## src/hdl/ifp_pkg.sv

```systemverilog
// ----------------------------------------------------------------------------
// ifp_pkg
// Shared constants and types for the imu serial frame parser: frame byte
// positions, reset header value and the parsed frame record.
// ----------------------------------------------------------------------------
package ifp_pkg;

	// frame layout, positions of the next expected byte (0 = hunting)
	localparam int unsigned POS_W          = 5;
	localparam logic [POS_W-1:0] POS_HUNT       = 5'd0;
	localparam logic [POS_W-1:0] POS_WORD_LAST  = 5'd18;
	localparam logic [POS_W-1:0] POS_STATUS     = 5'd19;
	localparam logic [POS_W-1:0] POS_CK_LOW     = 5'd20;
	localparam logic [POS_W-1:0] POS_FRAME_LAST = 5'd21;

	localparam int unsigned WORD_COUNT = 9;
	localparam int unsigned WORD_IDX_W = 4;

	localparam logic [7:0] HEADER_RESET = 8'hAA;

	// word slots inside a frame
	localparam int unsigned IDX_GYRO_X  = 0;
	localparam int unsigned IDX_GYRO_Y  = 1;
	localparam int unsigned IDX_GYRO_Z  = 2;
	localparam int unsigned IDX_ACCEL_X = 3;
	localparam int unsigned IDX_ACCEL_Y = 4;
	localparam int unsigned IDX_ACCEL_Z = 5;
	localparam int unsigned IDX_ROLL    = 6;
	localparam int unsigned IDX_PITCH   = 7;
	localparam int unsigned IDX_YAW     = 8;

	// one completed frame
	typedef struct packed {
		logic [WORD_COUNT-1:0][15:0] words;
		logic [7:0]                  status;
		logic                        ck_ok;
	} frame_t;

	// parser status seen by the top level
	typedef struct packed {
		logic [POS_W-1:0] pos;
		logic             emit;
	} parse_stat_t;

endpackage

```

## src/hdl/ifp_parser.sv

```systemverilog
// ----------------------------------------------------------------------------
// ifp_parser
// Byte position tracker: hunts for the header, stores the frame words and
// status, keeps the running 16-bit sum and builds the frame on its last byte.
// ----------------------------------------------------------------------------
module ifp_parser (
	input  logic                 clk,
	input  logic                 arst_n,
	input  logic                 cfg_wr,
	input  logic [7:0]           cfg_data,
	input  logic                 accept,
	input  logic [7:0]           rx_byte,
	output ifp_pkg::frame_t      frame,
	output ifp_pkg::parse_stat_t stat
);

	logic [ifp_pkg::POS_W-1:0]      pos_q;
	logic [ifp_pkg::POS_W-1:0]      pos_next;
	logic [15:0]                    sum_q;
	logic [15:0]                    sum_next;
	logic [7:0]                     ck_low_q;
	logic [7:0]                     header_q;
	logic [15:0]                    words_q [ifp_pkg::WORD_COUNT];
	logic [7:0]                     status_q;
	logic [ifp_pkg::POS_W-1:0]      pos_m1;
	logic [ifp_pkg::WORD_IDX_W-1:0] word_idx;
	logic                           in_word;
	logic                           hi_byte;
	logic                           emit;

	// header register
	always_ff @(posedge clk or negedge arst_n) begin
		if (!arst_n) begin
			header_q <= ifp_pkg::HEADER_RESET;
		end else if (cfg_wr) begin
			header_q <= cfg_data;
		end
	end

	// decode of the current position
	assign pos_m1   = pos_q - 5'd1;
	assign word_idx = pos_m1[ifp_pkg::WORD_IDX_W:1];
	assign in_word  = (pos_q != ifp_pkg::POS_HUNT) && (pos_q <= ifp_pkg::POS_WORD_LAST);
	assign hi_byte  = pos_q[0];
	assign emit     = accept && (pos_q == ifp_pkg::POS_FRAME_LAST);

	// next position and running sum
	always_comb begin
		pos_next = pos_q;
		sum_next = sum_q;
		if (pos_q == ifp_pkg::POS_HUNT) begin
			if (rx_byte == header_q) begin
				pos_next = 5'd1;
				sum_next = {8'h00, rx_byte};
			end
		end else if (in_word) begin
			pos_next = pos_q + 5'd1;
			sum_next = sum_q + (hi_byte ? {rx_byte, 8'h00} : {8'h00, rx_byte});
		end else if (pos_q == ifp_pkg::POS_STATUS) begin
			pos_next = pos_q + 5'd1;
			sum_next = sum_q + {rx_byte, 8'h00};
		end else if (pos_q == ifp_pkg::POS_CK_LOW) begin
			pos_next = pos_q + 5'd1;
		end else begin
			// last checksum byte or an unused position: back to hunting
			pos_next = ifp_pkg::POS_HUNT;
		end
	end

	// control state
	always_ff @(posedge clk or negedge arst_n) begin
		if (!arst_n) begin
			pos_q    <= ifp_pkg::POS_HUNT;
			sum_q    <= '0;
			ck_low_q <= '0;
		end else if (accept) begin
			pos_q <= pos_next;
			sum_q <= sum_next;
			if (pos_q == ifp_pkg::POS_CK_LOW) begin
				ck_low_q <= rx_byte;
			end
		end
	end

	// frame payload storage
	always_ff @(posedge clk) begin
		if (accept && in_word) begin
			if (hi_byte) begin
				words_q[word_idx] <= {rx_byte, 8'h00};
			end else begin
				words_q[word_idx][7:0] <= rx_byte;
			end
		end
		if (accept && (pos_q == ifp_pkg::POS_STATUS)) begin
			status_q <= rx_byte;
		end
	end

	// completed frame record
	always_comb begin
		for (int i = 0; i < ifp_pkg::WORD_COUNT; i++) begin
			frame.words[i] = words_q[i];
		end
		frame.status = status_q;
		frame.ck_ok  = ({rx_byte, ck_low_q} == sum_q);
	end

	assign stat.pos  = pos_q;
	assign stat.emit = emit;

endmodule

```

## src/hdl/ifp_out_reg.sv

```systemverilog
// ----------------------------------------------------------------------------
// ifp_out_reg
// Result register: holds one completed frame until the consumer takes it.
// ----------------------------------------------------------------------------
module ifp_out_reg (
	input  logic            clk,
	input  logic            arst_n,
	input  logic            load,
	input  ifp_pkg::frame_t frame_in,
	input  logic            take,
	output logic            valid,
	output ifp_pkg::frame_t frame_out
);

	logic            valid_q;
	ifp_pkg::frame_t frame_q;

	// valid flag
	always_ff @(posedge clk or negedge arst_n) begin
		if (!arst_n) begin
			valid_q <= 1'b0;
		end else if (load) begin
			valid_q <= 1'b1;
		end else if (take) begin
			valid_q <= 1'b0;
		end
	end

	// payload
	always_ff @(posedge clk) begin
		if (load) begin
			frame_q <= frame_in;
		end
	end

	assign valid     = valid_q;
	assign frame_out = frame_q;

endmodule

```

## src/hdl/imu_serial_frame_parser_top.sv

```systemverilog
// Result: a frame's result is registered and valid in the cycle after its last checksum byte is accepted.
// Throughput: one byte per cycle; the byte tracker and single result register
// allow a new byte every cycle while the result register is empty or drained.
// Reset: arst_n clears the position (hunting), sum and result valid, and sets
// the header register to 0xAA; no clearing pass is needed.
// ----------------------------------------------------------------------------
// imu_serial_frame_parser_top
// Parses header-led imu frames from a serial byte stream into one result item.
// ----------------------------------------------------------------------------
module imu_serial_frame_parser_top (
	input  logic               clk,
	input  logic               arst_n,
	// configuration
	input  logic               cfg_valid,
	output logic               cfg_ready,
	input  logic [7:0]         header_byte,
	// byte input
	input  logic               in_valid,
	output logic               in_ready,
	input  logic [7:0]         rx_byte,
	// frame output
	output logic               out_valid,
	input  logic               out_ready,
	output logic signed [15:0] gyro_x,
	output logic signed [15:0] gyro_y,
	output logic signed [15:0] gyro_z,
	output logic signed [15:0] accel_x,
	output logic signed [15:0] accel_y,
	output logic signed [15:0] accel_z,
	output logic signed [15:0] roll_angle,
	output logic signed [15:0] pitch_angle,
	output logic signed [15:0] yaw_angle,
	output logic [7:0]         device_status,
	output logic               checksum_ok
);

	ifp_pkg::frame_t      frame_new;
	ifp_pkg::frame_t      frame_out;
	ifp_pkg::parse_stat_t stat;
	logic                 accept;

	// a byte is taken whenever the result slot is free or being emptied
	assign cfg_ready = 1'b1;
	assign in_ready  = !out_valid || out_ready;
	assign accept    = in_valid && in_ready;

	ifp_parser u_parser (
		.clk      (clk),
		.arst_n   (arst_n),
		.cfg_wr   (cfg_valid && cfg_ready),
		.cfg_data (header_byte),
		.accept   (accept),
		.rx_byte  (rx_byte),
		.frame    (frame_new),
		.stat     (stat)
	);

	ifp_out_reg u_out_reg (
		.clk       (clk),
		.arst_n    (arst_n),
		.load      (stat.emit),
		.frame_in  (frame_new),
		.take      (out_ready),
		.valid     (out_valid),
		.frame_out (frame_out)
	);

	// result fields
	assign gyro_x        = signed'(frame_out.words[ifp_pkg::IDX_GYRO_X]);
	assign gyro_y        = signed'(frame_out.words[ifp_pkg::IDX_GYRO_Y]);
	assign gyro_z        = signed'(frame_out.words[ifp_pkg::IDX_GYRO_Z]);
	assign accel_x       = signed'(frame_out.words[ifp_pkg::IDX_ACCEL_X]);
	assign accel_y       = signed'(frame_out.words[ifp_pkg::IDX_ACCEL_Y]);
	assign accel_z       = signed'(frame_out.words[ifp_pkg::IDX_ACCEL_Z]);
	assign roll_angle    = signed'(frame_out.words[ifp_pkg::IDX_ROLL]);
	assign pitch_angle   = signed'(frame_out.words[ifp_pkg::IDX_PITCH]);
	assign yaw_angle     = signed'(frame_out.words[ifp_pkg::IDX_YAW]);
	assign device_status = frame_out.status;
	assign checksum_ok   = frame_out.ck_ok;

	// position stays inside the frame layout
	a_pos_range: assert property (@(posedge clk) disable iff (!arst_n)
		stat.pos <= ifp_pkg::POS_FRAME_LAST)
		else $error("byte position outside frame layout");

	// the last checksum byte always produces a result next cycle
	a_emit_valid: assert property (@(posedge clk) disable iff (!arst_n)
		stat.emit |=> out_valid)
		else $error("completed frame not presented");

	// a frame is only built from an accepted byte
	a_emit_accept: assert property (@(posedge clk) disable iff (!arst_n)
		stat.emit |-> accept)
		else $error("frame emitted without an accepted byte");

	// after a completed frame the tracker is back to hunting
	a_back_to_hunt: assert property (@(posedge clk) disable iff (!arst_n)
		stat.emit |=> stat.pos == ifp_pkg::POS_HUNT)
		else $error("tracker did not return to hunting");

endmodule

```

## config.mk

```make
export PLATFORM = sky130hd
export DESIGN_NAME = imu_serial_frame_parser_top
export DESIGN_NICKNAME = d
export VERILOG_FILES = /design/src/hdl/ifp_pkg.sv /design/src/hdl/ifp_parser.sv /design/src/hdl/ifp_out_reg.sv /design/src/hdl/imu_serial_frame_parser_top.sv
export SDC_FILE = /design/constraint.sdc
export NUM_CORES = 1
export LEC_CHECK = 0
export BUFFER_PORTS_ARGS = -buffer_cell sky130_fd_sc_hd__buf_2
export CAP_MARGIN = 20
export CELL_PAD_IN_SITES_DETAIL_PLACEMENT = 0
export CELL_PAD_IN_SITES_GLOBAL_PLACEMENT = 1
export CORE_MARGIN = 8
export CORE_UTILIZATION = 48
export CTS_CLUSTER_SIZE = 28
export DETAILED_ROUTE_END_ITERATION = 12
export PLACE_DENSITY_LB_ADDON = 0.15
export SYNTH_ARGS = -nofsm -noshare
export SYNTH_HDL_FRONTEND = slang
export SYNTH_SLANG_ARGS = --single-unit
export TNS_END_PERCENT = 10
```

## constraint.sdc

```tcl
create_clock -name clk -period 6.4 [get_ports clk]
set_input_delay 1.28 -clock clk [delete_from_list [all_inputs] [get_ports clk]]
set_output_delay 1.28 -clock clk [all_outputs]
set_load 0.02 [all_outputs]
```

==> summary.md, run 1 <==
| Metric | Value |
|---|---|
| Status | `completed` |
| H-tree level count | `2` |
| Post-synthesis compound-gate area fraction | `5.05%` |
| Die H | `178 um` |
| Area Overhead vs Synth | `19.2%` |
| Critical path arrival | `~4.4 ns` |
| Hold wc startpoint | `u_parser.words_q[3][5]$_DFFE_PP_` |
| CP endpoint kind | `flop` |
| # DRC | `0` |
| Total track usage | `roughly 17%` |
| Final Non-Filler Cells | `~1300` |
| Final Core Density | `58.0%` |
| Overflow after GRT | `0` |
| Startpoint types | `flop` |
| Maxcap violations | `0` |
| Synth Cell Area | `12600 um2` |
| Die footprint | `roughly 32000 um2` |
| Final setup vio count | `0` |
| Total CTS buffers | `35` |
| Syn Inst Count | `704` |
| CTS Hold Bufs | `0` |
| Routed wire length | `26.6 mm` |
| Commonest non-fill, non-tap cell in the layout | `edfxtp_1` |
| Via Count | `between 6000 and 7000` |
| Worst IR Drop VDD | `291 uV` |
| Worst-skew pair later-pin latency | `slightly above 0.5 ns` |
| Dpl cells | `between 1000 and 1500` |
| Multiplexer area fraction after synthesis | `2.61%` |
| CTS tree | `yes` |
| # nets final | `~960` |
| Fin crit period | `roughly 4.3 ns` |
| Vias in the first global route | `6834` |
| Die X | `178 um` |
| Fillers | `2016` |
| Clock Pin Slew Worst Setup and Hold Paths | `0.06 ns` |
| I/O Pins | `177` |
| Area of the core | `25900 um2` |
| Num rows | `59` |
| Hold Fails Final Rpt | `0` |
| R2R setup slack | `2.15 ns` |
| Post-DRT Antenna Nets | `0` |
| Worst hold path stage count | `0` |
| Mean Syn Cell Area | `17.9 um2` |
| Initial Util | `48.7%` |
| Worst Hold Class | `flop to flop` |
| CP max stage delay | `0.98 ns` |
| Final GP Congestion | `0.837` |
| Unique masters post-synth | `59` |
| CP Cell Sequence | `inv_1 -> ha_1 -> nor4b_4 -> nor3b_2 -> nand2_1 -> or3_1 -> nor2_1` |
| Final period util | `between 60% and 70%` |
| YS warnings | `0` |
| Register Area | `between 10000 and 15000 um2` |
| Synth Area in Simple Gates | `5.95%` |
| Synth Flop Type | `edfxtp_1` |
| FF+latch count, synth | `343` |
| Worst flop-to-flop path startpoint | `u_parser.pos_q[0]$_DFFE_PN0P_` |
| Cell Pwr Density | `around 400 nW/um2` |
| Most frequent cells in the layout | `edfxtp_1, buf_2, clkbuf_16` |
| Initial antenna violation count | `0` |
| RSZ-0062 raised after global routing | `false` |
| Post-DP HPWL | `roughly 18 mm` |
| Register area share after synthesis | `80.2%` |
| Asr flop ratio synth | `11.1%` |
| Via density | `5.28` |
| CP max-delay cell | `dfrtp_1` |
| Initial drt markers | `about 450` |
| Port Buffer Count | `175` |
| Hold EP | `accel_x[5]$_DFFE_PP_` |
| CTS resizes | `0` |
| Largest family of logic cells by synthesized area | `simple AND/OR/NAND/NOR gates` |
| CTS Root Cell | `clkbuf_16` |
| First-pass GRT wire length | `40.3 mm` |
| Crit Path Class | `flop to flop` |
| Routed wire per std cell | `20.9 um` |
| Clock skew | `roughly 0.015 ns` |
| LEAKAGE | `5.55 nW` |
| Final setup TNS | `0 ns` |
| Post-Syn Nets | `754` |
| Worst r2r dst | `u_parser.words_q[3][5]$_DFFE_PP_` |
| Adder-cell share of the synthesized area | `between 2 and 3%` |
| Xor/xnor share of the synthesized area | `around 2.4%` |
| Slew @ Worst Pin | `0.965 ns` |
| First-pass DRT Iterations | `6` |
| R2R cell count | `7` |
| Slew margin rel. | `35.7%` |
| Fin. max-slew vios | `0` |
| Worst path required time | `6.53 ns` |
| Multi-input logic area | `2400 um2` |
| # Post-CTS Setup Buffers | `0` |
| N_diodes | `0` |
| Share of layout cells above drive strength 1 | `29.2%` |
| CP max FO | `26` |
| CTS max path bufs | `3` |
| Maximum clock rate | `235 MHz` |
| Largest net degree at the start of global routing | `69` |
| Total power | `6.01 mW` |
| Num Clock Sinks | `343` |
| Post-synth EDFFs | `305` |
metal layers:
metal  track usage [%]  part of all wire [%]  wire (um)  vias up
met2              27.6                    48      12800      220
met5                 0                     0          0        -
met1              21.8                    42      11200     3326
met4              5.66                   2.8        738        0
met3              3.60                   6.9       1840       60
li1                  -                     -          -     3118
final cells by class:
| type | instances | share of cell area, % |
|---|---|---|
| sequential | 343 | 67.3 |
| inverter | 9 | 0.225 |
| clock inverter | 22 | 1.18 |
| timing repair buffer | 184 | 6.28 |
| multi-input combinational | 338 | 16.0 |
| tap | 335 | 2.79 |
| clock buffer | 42 | 6.21 |
where the power goes:
| part | switching, mW | total (mW) | internal (mW) |
|---|---|---|---|
| Combinational | 0.775 | 1.26 | 0.489 |
| Clock | 0.808 | 1.94 | 1.13 |
| Sequential | 0.145 | 2.81 | 2.66 |
| Total | 1.73 | 6.01 | 4.28 |
through the flow:
step,worst slack [ns],area (um2),hold slack [ns]
CTS,2.17,15000,0.411
finish,2.15,15000,0.413
global placement,2.41,13900,0.401
floorplan,0.563,12600,0.400
detailed placement,2.21,13900,0.405
global route,1.90,15000,0.416
worst max-delay path, delay by kind of cell (launching register included):
kind          cells  cell delay (ns)
flops             1             0.98
fa+ha+maj         1             0.33
buf+inv           1             0.31
simple gates      5             2.23
flip-flops by register name, indices dropped and copies added (netlist names), 9 cells and up:
name	flops
u_parser.sum_q	16
u_out_reg.frame_out	9
pitch_angle	16
accel_y	16
accel_z	16
roll_angle	16
yaw_angle	16
gyro_y	16
accel_x	16
gyro_z	16
gyro_x	16
u_parser.words_q	144
cell usage after synthesis, drive strengths merged (4+ instances only):
cell type / instances / area [um2]
xnor2: 18 / 158
nor3: 8 / 40.0
inv: 9 / 33.8
a21o: 10 / 75.1
o21ai: 31 / 155
o211ai: 4 / 30.0
dfstp: 4 / 105
nand2: 35 / 131
xor2: 16 / 140
a21oi: 23 / 115
nor4: 5 / 31.3
and2: 18 / 113
nor2b: 12 / 75.1
nand4: 7 / 43.8
nand3: 9 / 45.0
clkbuf: 11 / 41.3
dfrtp: 34 / 851
mux2: 23 / 259
nor2: 34 / 130
edfxtp: 305 / 9160
mux2i: 7 / 70.1
a31oi: 6 / 37.5
or2: 4 / 27.5
ha: 27 / 338
a211oi: 4 / 30.0
how the worst max path moves through the flow:
stage	start	to
after floorplan	out_ready	u_out_reg.valid$_DFFE_PN0P_
after global placement	rx_byte[1]	u_parser.sum_q[13]$_DFFE_PN0P_
after detailed placement	u_parser.pos_q[0]$_DFFE_PN0P_	u_parser.words_q[8][15]$_DFFE_PP_
after CTS	u_parser.pos_q[0]$_DFFE_PN0P_	u_parser.words_q[3][5]$_DFFE_PP_
after global routing	u_parser.pos_q[0]$_DFFE_PN0P_	u_parser.words_q[3][5]$_DFFE_PP_
final	u_parser.pos_q[0]$_DFFE_PN0P_	u_parser.words_q[3][5]$_DFFE_PP_
logic make-up after synthesis:
logic type,Yosys count
compound gates,99
xor+xnor,34
fa+ha+maj,29
buf+inv,23
flops,343
mux,30
other cells,1
simple gates,145
Note: power is estimated with default switching activity, not from simulation.
==> run 2: changes to the inputs <==
- clock period: 6.4 -> 4.1 ns (I/O delays scaled with it)
==> run 2 against run 1 <==
Register-to-register slack worse by 1.3 ns. Clock-buffer cell count increased by 3. Maximum frequency increased by 29%. Wire length up 1.9%. Die area unchanged. Worst hold slack worse by 0.0041 ns. Critical path depth stayed put. Non-clock buffer count up 21. Cell area up 1.4%. Utilization increased by 0.82 points. Clock skew grew 0.00086 ns. First-iteration DRC count down 12%. Critical path type unchanged. Largest power group unchanged.
==> summary.md, run 2 (synthesized netlist as in run 1, its figures left out) <==
| Metric | Value |
|---|---|
| Status | `completed (unchanged)` |
| Hold Fails Final Rpt | `0 (unchanged)` |
| Cell Pwr Density | `627 nW/um2 (was 400 nW/um2)` |
| CTS max path bufs | `3 (unchanged)` |
| Clock Pin Slew Worst Setup and Hold Paths | `0.06 ns (about the same)` |
| Routed wire length | `27.1 mm (was 26.6 mm)` |
| Slew @ Worst Pin | `1.11 ns (was 0.965 ns)` |
| Biggest register | `u_parser.words_q (unchanged)` |
| H-tree level count | `2 (unchanged)` |
| Initial antenna violation count | `0 (unchanged)` |
| Maxcap violations | `0 (unchanged)` |
| Final Core Density | `58.8% (was 58.0%)` |
| LEAKAGE | `5.66 nW (was 5.55 nW)` |
| Final period util | `80.4% (was 66.5%)` |
| Port Buffer Count | `175 (unchanged)` |
| Initial drt markers | `394 (was 449)` |
| Hold EP | `pitch_angle[0]$_DFFE_PP_ (was accel_x[5]$_DFFE_PP_)` |
| Switch share | `28.0% (was 28.8%)` |
| Post-DRT Antenna Nets | `0 (unchanged)` |
| I/O Pins | `177 (unchanged)` |
| Register Area | `10100 um2 (unchanged)` |
| Share of layout cells above drive strength 1 | `30.0% (was 29.2%)` |
| Area Overhead vs Synth | `20.8% (was 19.2%)` |
| Worst hold path stage count | `0 (unchanged)` |
| Total track usage | `17.0% (was 16.7%)` |
| Post-DP HPWL | `18.7 mm (was 18.1 mm)` |
| Max FFs per register | `144 (unchanged)` |
| CTS Root Cell | `clkbuf_16 (unchanged)` |
| NetSw | `2.68 mW (was 1.73 mW)` |
| Slew margin rel. | `25.3% (was 35.7%)` |
| Via Count | `6858 (was 6724)` |
| Worst Hold Class | `flop to flop (unchanged)` |
| CTS tree | `yes (unchanged)` |
| Fillers | `1965 (was 2016)` |
| Area of the core | `25900 um2 (unchanged)` |
| N_diodes | `0 (unchanged)` |
| # DRC | `0 (unchanged)` |
| Maximum clock rate | `303 MHz (was 235 MHz)` |
| CP max-delay cell | `nor3b_2 (was dfrtp_1)` |
| Largest net degree at the start of global routing | `50 (was 69)` |
| Worst r2r dst | `u_parser.words_q[4][13]$_DFFE_PP_ (was u_parser.words_q[3][5]$_DFFE_PP_)` |
| Die H | `178 um (unchanged)` |
| Most frequent cells in the layout | `edfxtp_1, buf_2, clkbuf_16 (unchanged)` |
| Multi-input logic area | `2400 um2 (unchanged)` |
| Sequential group share of total power | `45.4% (was 46.7%)` |
| Startpoint types | `flop (unchanged)` |
| Final setup TNS | `0 ns (unchanged)` |
| Post-Layout Inst Area | `15200 um2 (was 15000 um2)` |
| # Post-CTS Setup Buffers | `0 (unchanged)` |
| Worst flop-to-flop path startpoint | `u_parser.pos_q[1]$_DFFE_PN0P_ (was u_parser.pos_q[0]$_DFFE_PN0P_)` |
| Initial Util | `48.7% (unchanged)` |
| Die X | `178 um (unchanged)` |
| Fin. max-slew vios | `0 (unchanged)` |
| Via density | `5.32 (was 5.28)` |
| Total CTS buffers | `35 (unchanged)` |
| Vias in the first global route | `6966 (was 6834)` |
| CTS resizes | `0 (unchanged)` |
| Overflow after GRT | `0 (unchanged)` |
| Clock skew | `0.0162 ns (was 0.0153 ns)` |
| P_int | `6.88 mW (was 4.28 mW)` |
| Combinational Power Share | `21.8% (was 21.0%)` |
| Hold wc startpoint | `u_parser.words_q[7][0]$_DFFE_PP_ (was u_parser.words_q[3][5]$_DFFE_PP_)` |
| CP max stage delay | `0.62 ns (was 0.98 ns)` |
| Commonest non-fill, non-tap cell in the layout | `edfxtp_1 (unchanged)` |
| First-pass DRT Iterations | `5 (was 6)` |
| Critical path arrival | `3.43 ns (was 4.38 ns)` |
| R2R setup slack | `0.80 ns (was 2.15 ns)` |
| First-pass GRT wire length | `41.2 mm (was 40.3 mm)` |
| CTS Hold Bufs | `0 (unchanged)` |
| Final GP Congestion | `0.882 (was 0.837)` |
| Num Clock Sinks | `343 (unchanged)` |
| Die footprint | `31700 um2 (unchanged)` |
| Worst path required time | `4.24 ns (was 6.53 ns)` |
| Worst IR Drop VDD | `391 uV (was 291 uV)` |
| Crit Path Class | `flop to flop (unchanged)` |
| Placed inst area | `14100 um2 (was 13900 um2)` |
| # nets final | `982 (was 961)` |
| RSZ-0062 raised after global routing | `false (unchanged)` |
| CP endpoint kind | `flop (unchanged)` |
| Worst-skew pair later-pin latency | `0.51 ns (about the same)` |
| Clock group share of total power | `32.8% (was 32.3%)` |
| Fin crit period | `3.30 ns (was 4.25 ns)` |
| CP Cell Sequence | `inv_1 -> ha_1 -> nor4b_4 -> nor3b_2 -> nand4_1 -> or2_2 -> nor2_1 (was inv_1 -> ha_1 -> nor4b_4 -> nor3b_2 -> nand2_1 -> or3_1 -> nor2_1)` |
| CP max FO | `19 (was 26)` |
| Routed wire per std cell | `21.0 um (was 20.9 um)` |
| Final setup vio count | `0 (unchanged)` |
| Num rows | `59 (unchanged)` |
| R2R cell count | `7 (unchanged)` |
==> run 2: cell types whose count changed in the layout (fill, tap and decap cells not counted) <==
cell / delta
bufinv_16: +3
clkbuf_4: -3
clkbuf_8: -1
inv_6: -1
buf_4: +22
clkinv_4: -1
clkinv_2: -9
clkbuf_1: +4
buf_12: +2
==> run 2: critical path, delay by kind of cell (launching register included) <==
kind | cells | cell delay, ns
buffers and inverters | 1 | 0.14
adders and majority gates | 1 | 0.24
and+or+nand+nor | 5 | 2.03
DFF | 1 | 0.51
==> run 2: worst max path at each step <==
| stage | endpoint | start | depth (start not counted) |
|---|---|---|---|
| floorplan | accel_x[0]$_DFFE_PP_ | out_ready | 4 |
| global placement | u_parser.sum_q[13]$_DFFE_PN0P_ | rx_byte[1] | 10 |
| detailed placement | u_parser.sum_q[13]$_DFFE_PN0P_ | rx_byte[1] | 10 |
| CTS | u_parser.words_q[4][13]$_DFFE_PP_ | u_parser.pos_q[1]$_DFFE_PN0P_ | 7 |
| global route | u_parser.words_q[4][10]$_DFFE_PP_ | u_parser.pos_q[1]$_DFFE_PN0P_ | 7 |
| finish | u_parser.words_q[4][13]$_DFFE_PP_ | u_parser.pos_q[1]$_DFFE_PN0P_ | 7 |
==> run 2: per-stage QoR <==
stage               setup slack, ns  instances  power, mW  hold WS [ns]
CTS                           0.812       1289       9.63         0.408
finish                        0.805       1289       9.56         0.409
global placement              0.847       1230       6.44         0.402
global route                  0.531       1289       10.0         0.419
floorplan                     0.312        704       5.86         0.400
detailed placement            0.763       1230       6.48         0.405
==> run 2: power groups by stage <==
| stage | combinational [mW] | sequential (mW) | clock (mW) |
|---|---|---|---|
| after CTS | 2.08 | 4.33 | 3.21 |
| after floorplan | 1.54 | 4.32 | 0 |
| after detailed placement | 2.08 | 4.40 | 0 |
| after global placement | 2.05 | 4.40 | 0 |
| after global routing | 2.31 | 4.36 | 3.33 |
| final | 2.08 | 4.34 | 3.14 |
==> run 2: layout make-up <==
type	instances	area share [%]
Clock buffer	45	6.13
Clock inverter	14	1.35
Inverter	9	0.222
Multi-Input combinational cell	338	15.8
Sequential cell	343	66.4
Tap cell	335	2.75
Timing Repair Buffer	205	7.39
==> run 2: per-layer routing <==
metal | vias up | global-route usage, % | wire length [um] | part of all wire, %
li1 | 3150 | - | - | -
met1 | 3426 | 22.1 | 11400 | 42
met2 | 235 | 28.1 | 13000 | 48
met3 | 47 | 3.77 | 2000 | 7.4
met4 | 0 | 5.42 | 621 | 2.3
met5 | - | 0 | 0 | 0
==> run 3: changes to the inputs <==
- ABC_AREA: unset -> 1
- CORE_UTILIZATION: 48 -> 47
- clock period: 4.1 -> 3.45 ns (I/O delays scaled with it)
==> run 3 against run 2 <==
Sequential share of layout area shrank 0.64 points. Die area grew 4.3%. Critical path type unchanged. Cell area grew 0.98%. Largest cell class unchanged. Sequential power grew 20%. Critical endpoint is now u_parser.words_q[3][12]$_DFFE_PP_. Wire length grew 0.75%. Total power grew 18%. Critical path depth grew 1. Final cell count grew 14%. Setup slack gained 0.060 ns. Utilization shrank 1.7 points. Area after synthesis grew 2.5%.
==> summary.md, run 3 <==
| Metric | Value |
|---|---|
| Status | `completed (unchanged)` |
| R2R cell count | `8 (was 7)` |
| Area Overhead vs Synth | `19.1% (was 20.8%)` |
| Worst Hold Class | `input port to asynchronous set/reset pin (was flop to flop)` |
| Via Count | `7111 (was 6858)` |
| Final GP Congestion | `0.803 (was 0.882)` |
| Area of the core | `27000 um2 (was 25900 um2)` |
| Total power | `11.3 mW (was 9.56 mW)` |
| # Post-CTS Setup Buffers | `0 (unchanged)` |
| Mean Syn Cell Area | `14.6 um2 (was 17.9 um2)` |
| # DRC | `0 (unchanged)` |
| Routed wire per std cell | `18.6 um (was 21.0 um)` |
| Maximum clock rate | `387 MHz (was 303 MHz)` |
| Crit Path Class | `flop to flop (unchanged)` |
| Share of layout cells above drive strength 1 | `24.6% (was 30.0%)` |
| Top post-synthesis cells by area | `edfxtp_1, dfrtp_1, nand2_1, ha_1, inv_1 (was edfxtp_1, dfrtp_1, ha_1, mux2_2, xnor2_1)` |
| Initial drt markers | `503 (was 394)` |
| N_diodes | `0 (unchanged)` |
| Asr flop ratio synth | `11.1% (unchanged)` |
| Largest net degree at the start of global routing | `92 (was 50)` |
| Post-DRT Antenna Nets | `0 (unchanged)` |
| Synth Cell Area | `12900 um2 (was 12600 um2)` |
| CP endpoint kind | `flop (unchanged)` |
| First-pass GRT wire length | `41.4 mm (was 41.2 mm)` |
| Post-DP HPWL | `19.2 mm (was 18.7 mm)` |
| Worst hold slack | `0.363 ns (was 0.409 ns)` |
| Pre-CTS WS | `0.675 ns (was 0.763 ns)` |
| Syn Inst Count | `888 (was 704)` |
| Post-Syn Nets | `938 (was 754)` |
| CTS Root Cell | `clkbuf_16 (unchanged)` |
| Slew @ Worst Pin | `1.00 ns (was 1.11 ns)` |
| Fin. max-slew vios | `0 (unchanged)` |
| Final WS setup | `0.864 ns (was 0.805 ns)` |
| H-tree level count | `2 (unchanged)` |
| Routed wire length | `27.3 mm (was 27.1 mm)` |
| Overflow after GRT | `0 (unchanged)` |
| Worst r2r dst | `u_parser.words_q[3][12]$_DFFE_PP_ (was u_parser.words_q[4][13]$_DFFE_PP_)` |
| FF+latch count, synth | `343 (unchanged)` |
| Register area share after synthesis | `78.3% (was 80.2%)` |
| LEAKAGE | `6.18 nW (was 5.66 nW)` |
| Final setup vio count | `0 (unchanged)` |
| First-pass DRT Iterations | `4 (was 5)` |
| CTS Hold Bufs | `0 (unchanged)` |
| CTS max path bufs | `3 (unchanged)` |
| Most numerous cell in the Yosys netlist | `edfxtp_1 (unchanged)` |
| Clock Pin Slew Worst Setup and Hold Paths | `0.06 ns (about the same)` |
| CP max FO | `15 (was 19)` |
| Final Core Density | `57.1% (was 58.8%)` |
| Commonest cells in the synthesized netlist | `edfxtp_1, nand2_1, inv_1, nor2_1, nand3_1 (was edfxtp_1, nand2_1, dfrtp_1, nor2_1, o21ai_0)` |
| Most frequent cells in the layout | `edfxtp_1, nand2_1, buf_2 (was edfxtp_1, buf_2, clkbuf_16)` |
| Fin crit period | `2.59 ns (was 3.30 ns)` |
| # nets final | `1157 (was 982)` |
| Critical path arrival | `2.71 ns (was 3.43 ns)` |
| Synth Flop Type | `edfxtp_1 (unchanged)` |
| Max FFs per register | `144 (unchanged)` |
| CTS resizes | `0 (unchanged)` |
| Clock skew | `0.0115 ns (was 0.0162 ns)` |
| Unique masters post-synth | `41 (was 59)` |
| YS warnings | `0 (unchanged)` |
| Post-synth EDFFs | `305 (unchanged)` |
| Slew margin rel. | `33.2% (was 25.3%)` |
| Port Buffer Count | `175 (unchanged)` |
| Num Clock Sinks | `343 (unchanged)` |
| Startpoint types | `flop (unchanged)` |
| Top-area cell type share of the netlist area | `70.9% (was 72.6%)` |
| Total CTS buffers | `35 (unchanged)` |
| I/O Pins | `177 (unchanged)` |
| Vias in the first global route | `6999 (was 6966)` |
| Die X | `182 um (was 178 um)` |
| Commonest non-fill, non-tap cell in the layout | `edfxtp_1 (unchanged)` |
| Critical Path Start | `u_parser.pos_q[0]$_DFFE_PN0P_ (was u_parser.pos_q[1]$_DFFE_PN0P_)` |
| Worst-skew pair later-pin latency | `0.49 ns (was 0.51 ns)` |
| Initial antenna violation count | `0 (unchanged)` |
| Die footprint | `33100 um2 (was 31700 um2)` |
| Die H | `182 um (was 178 um)` |
| R2R setup slack | `0.86 ns (was 0.80 ns)` |
| Cell Pwr Density | `733 nW/um2 (was 627 nW/um2)` |
| Worst flop-to-flop path startpoint | `u_parser.pos_q[0]$_DFFE_PN0P_ (was u_parser.pos_q[1]$_DFFE_PN0P_)` |
| CTS tree | `yes (unchanged)` |
| Num rows | `60 (was 59)` |
| Total track usage | `16.3% (was 17.0%)` |
| Biggest register | `u_parser.words_q (unchanged)` |
| Worst IR Drop VDD | `310 uV (was 391 uV)` |
| Final period util | `75.0% (was 80.4%)` |
| Hold Fails Final Rpt | `0 (unchanged)` |
| Via density | `4.83 (was 5.32)` |
| Worst path required time | `3.57 ns (was 4.24 ns)` |
| Yosys top cell by area | `edfxtp_1 (unchanged)` |
| RSZ-0062 raised after global routing | `false (unchanged)` |
| Maxcap violations | `0 (unchanged)` |
| Initial Util | `48.0% (was 48.7%)` |
==> run 3: logic make-up (layout without fill, tap and decap cells) <==
kind of cell	Yosys count	in the layout	share of synthesized area, %
xor+xnor	20	20	1.36
flops	343	343	78.3
simple gates	338	338	11.7
compound gates	42	42	1.73
other cells	1	1	0.0290
fa+ha+maj	29	29	2.92
buf+inv	109	352	3.46
mux	6	6	0.523
==> run 3: worst max-delay path: stages (launching register included) <==
cell	delay, ns
dfrtp_1	0.38
inv_2	0.24
ha_1	0.24
nand2_1	0.07
xor2_1	0.27
inv_2	0.06
nor2_1	0.14
inv_1	0.16
nor3_2	0.64
==> run 3: cell type report <==
cell class | count | area, um2
clock inverters | 11 | 71.3
repair buffers | 192 | 1030
flip-flops and latches | 343 | 10100
well taps | 341 | 427
fillers | 2138 | 11600
inverters | 99 | 389
multi-input cells | 436 | 2400
clock buffers | 50 | 952
==> run 3: layer usage <==
layer	GRT usage [%]	wire length (um)
met1	21.4	12300
met2	27.7	13400
met3	2.93	1270
met4	4.30	403
met5	0	0
==> run 3: how the worst max path moves through the flow <==
| stage | endpoint | cells after the start |
|---|---|---|
| after floorplan | accel_x[0]$_DFFE_PP_ | 4 |
| after global placement | u_parser.sum_q[8]$_DFFE_PN0P_ | 14 |
| after global routing | u_parser.words_q[5][3]$_DFFE_PP_ | 10 |
| after CTS | u_parser.words_q[1][3]$_DFFE_PP_ | 10 |
| final | u_parser.words_q[3][12]$_DFFE_PP_ | 8 |
| after detailed placement | u_parser.sum_q[8]$_DFFE_PN0P_ | 14 |
==> run 3: stage by stage <==
step	area (um2)	TNS [ns]	std cells
after floorplan	13000	-236.73	888
after global placement	14400	0	1411
after detailed placement	14400	0	1411
after CTS	15400	0	1472
after global routing	15400	0	1472
final	15400	0	1472
==> run 3: report_power, final <==
part,internal [mW],switching [mW],total [mW]
logic,0.851,1.81,2.66
registers,5.01,0.211,5.22
clock network,1.94,1.46,3.39
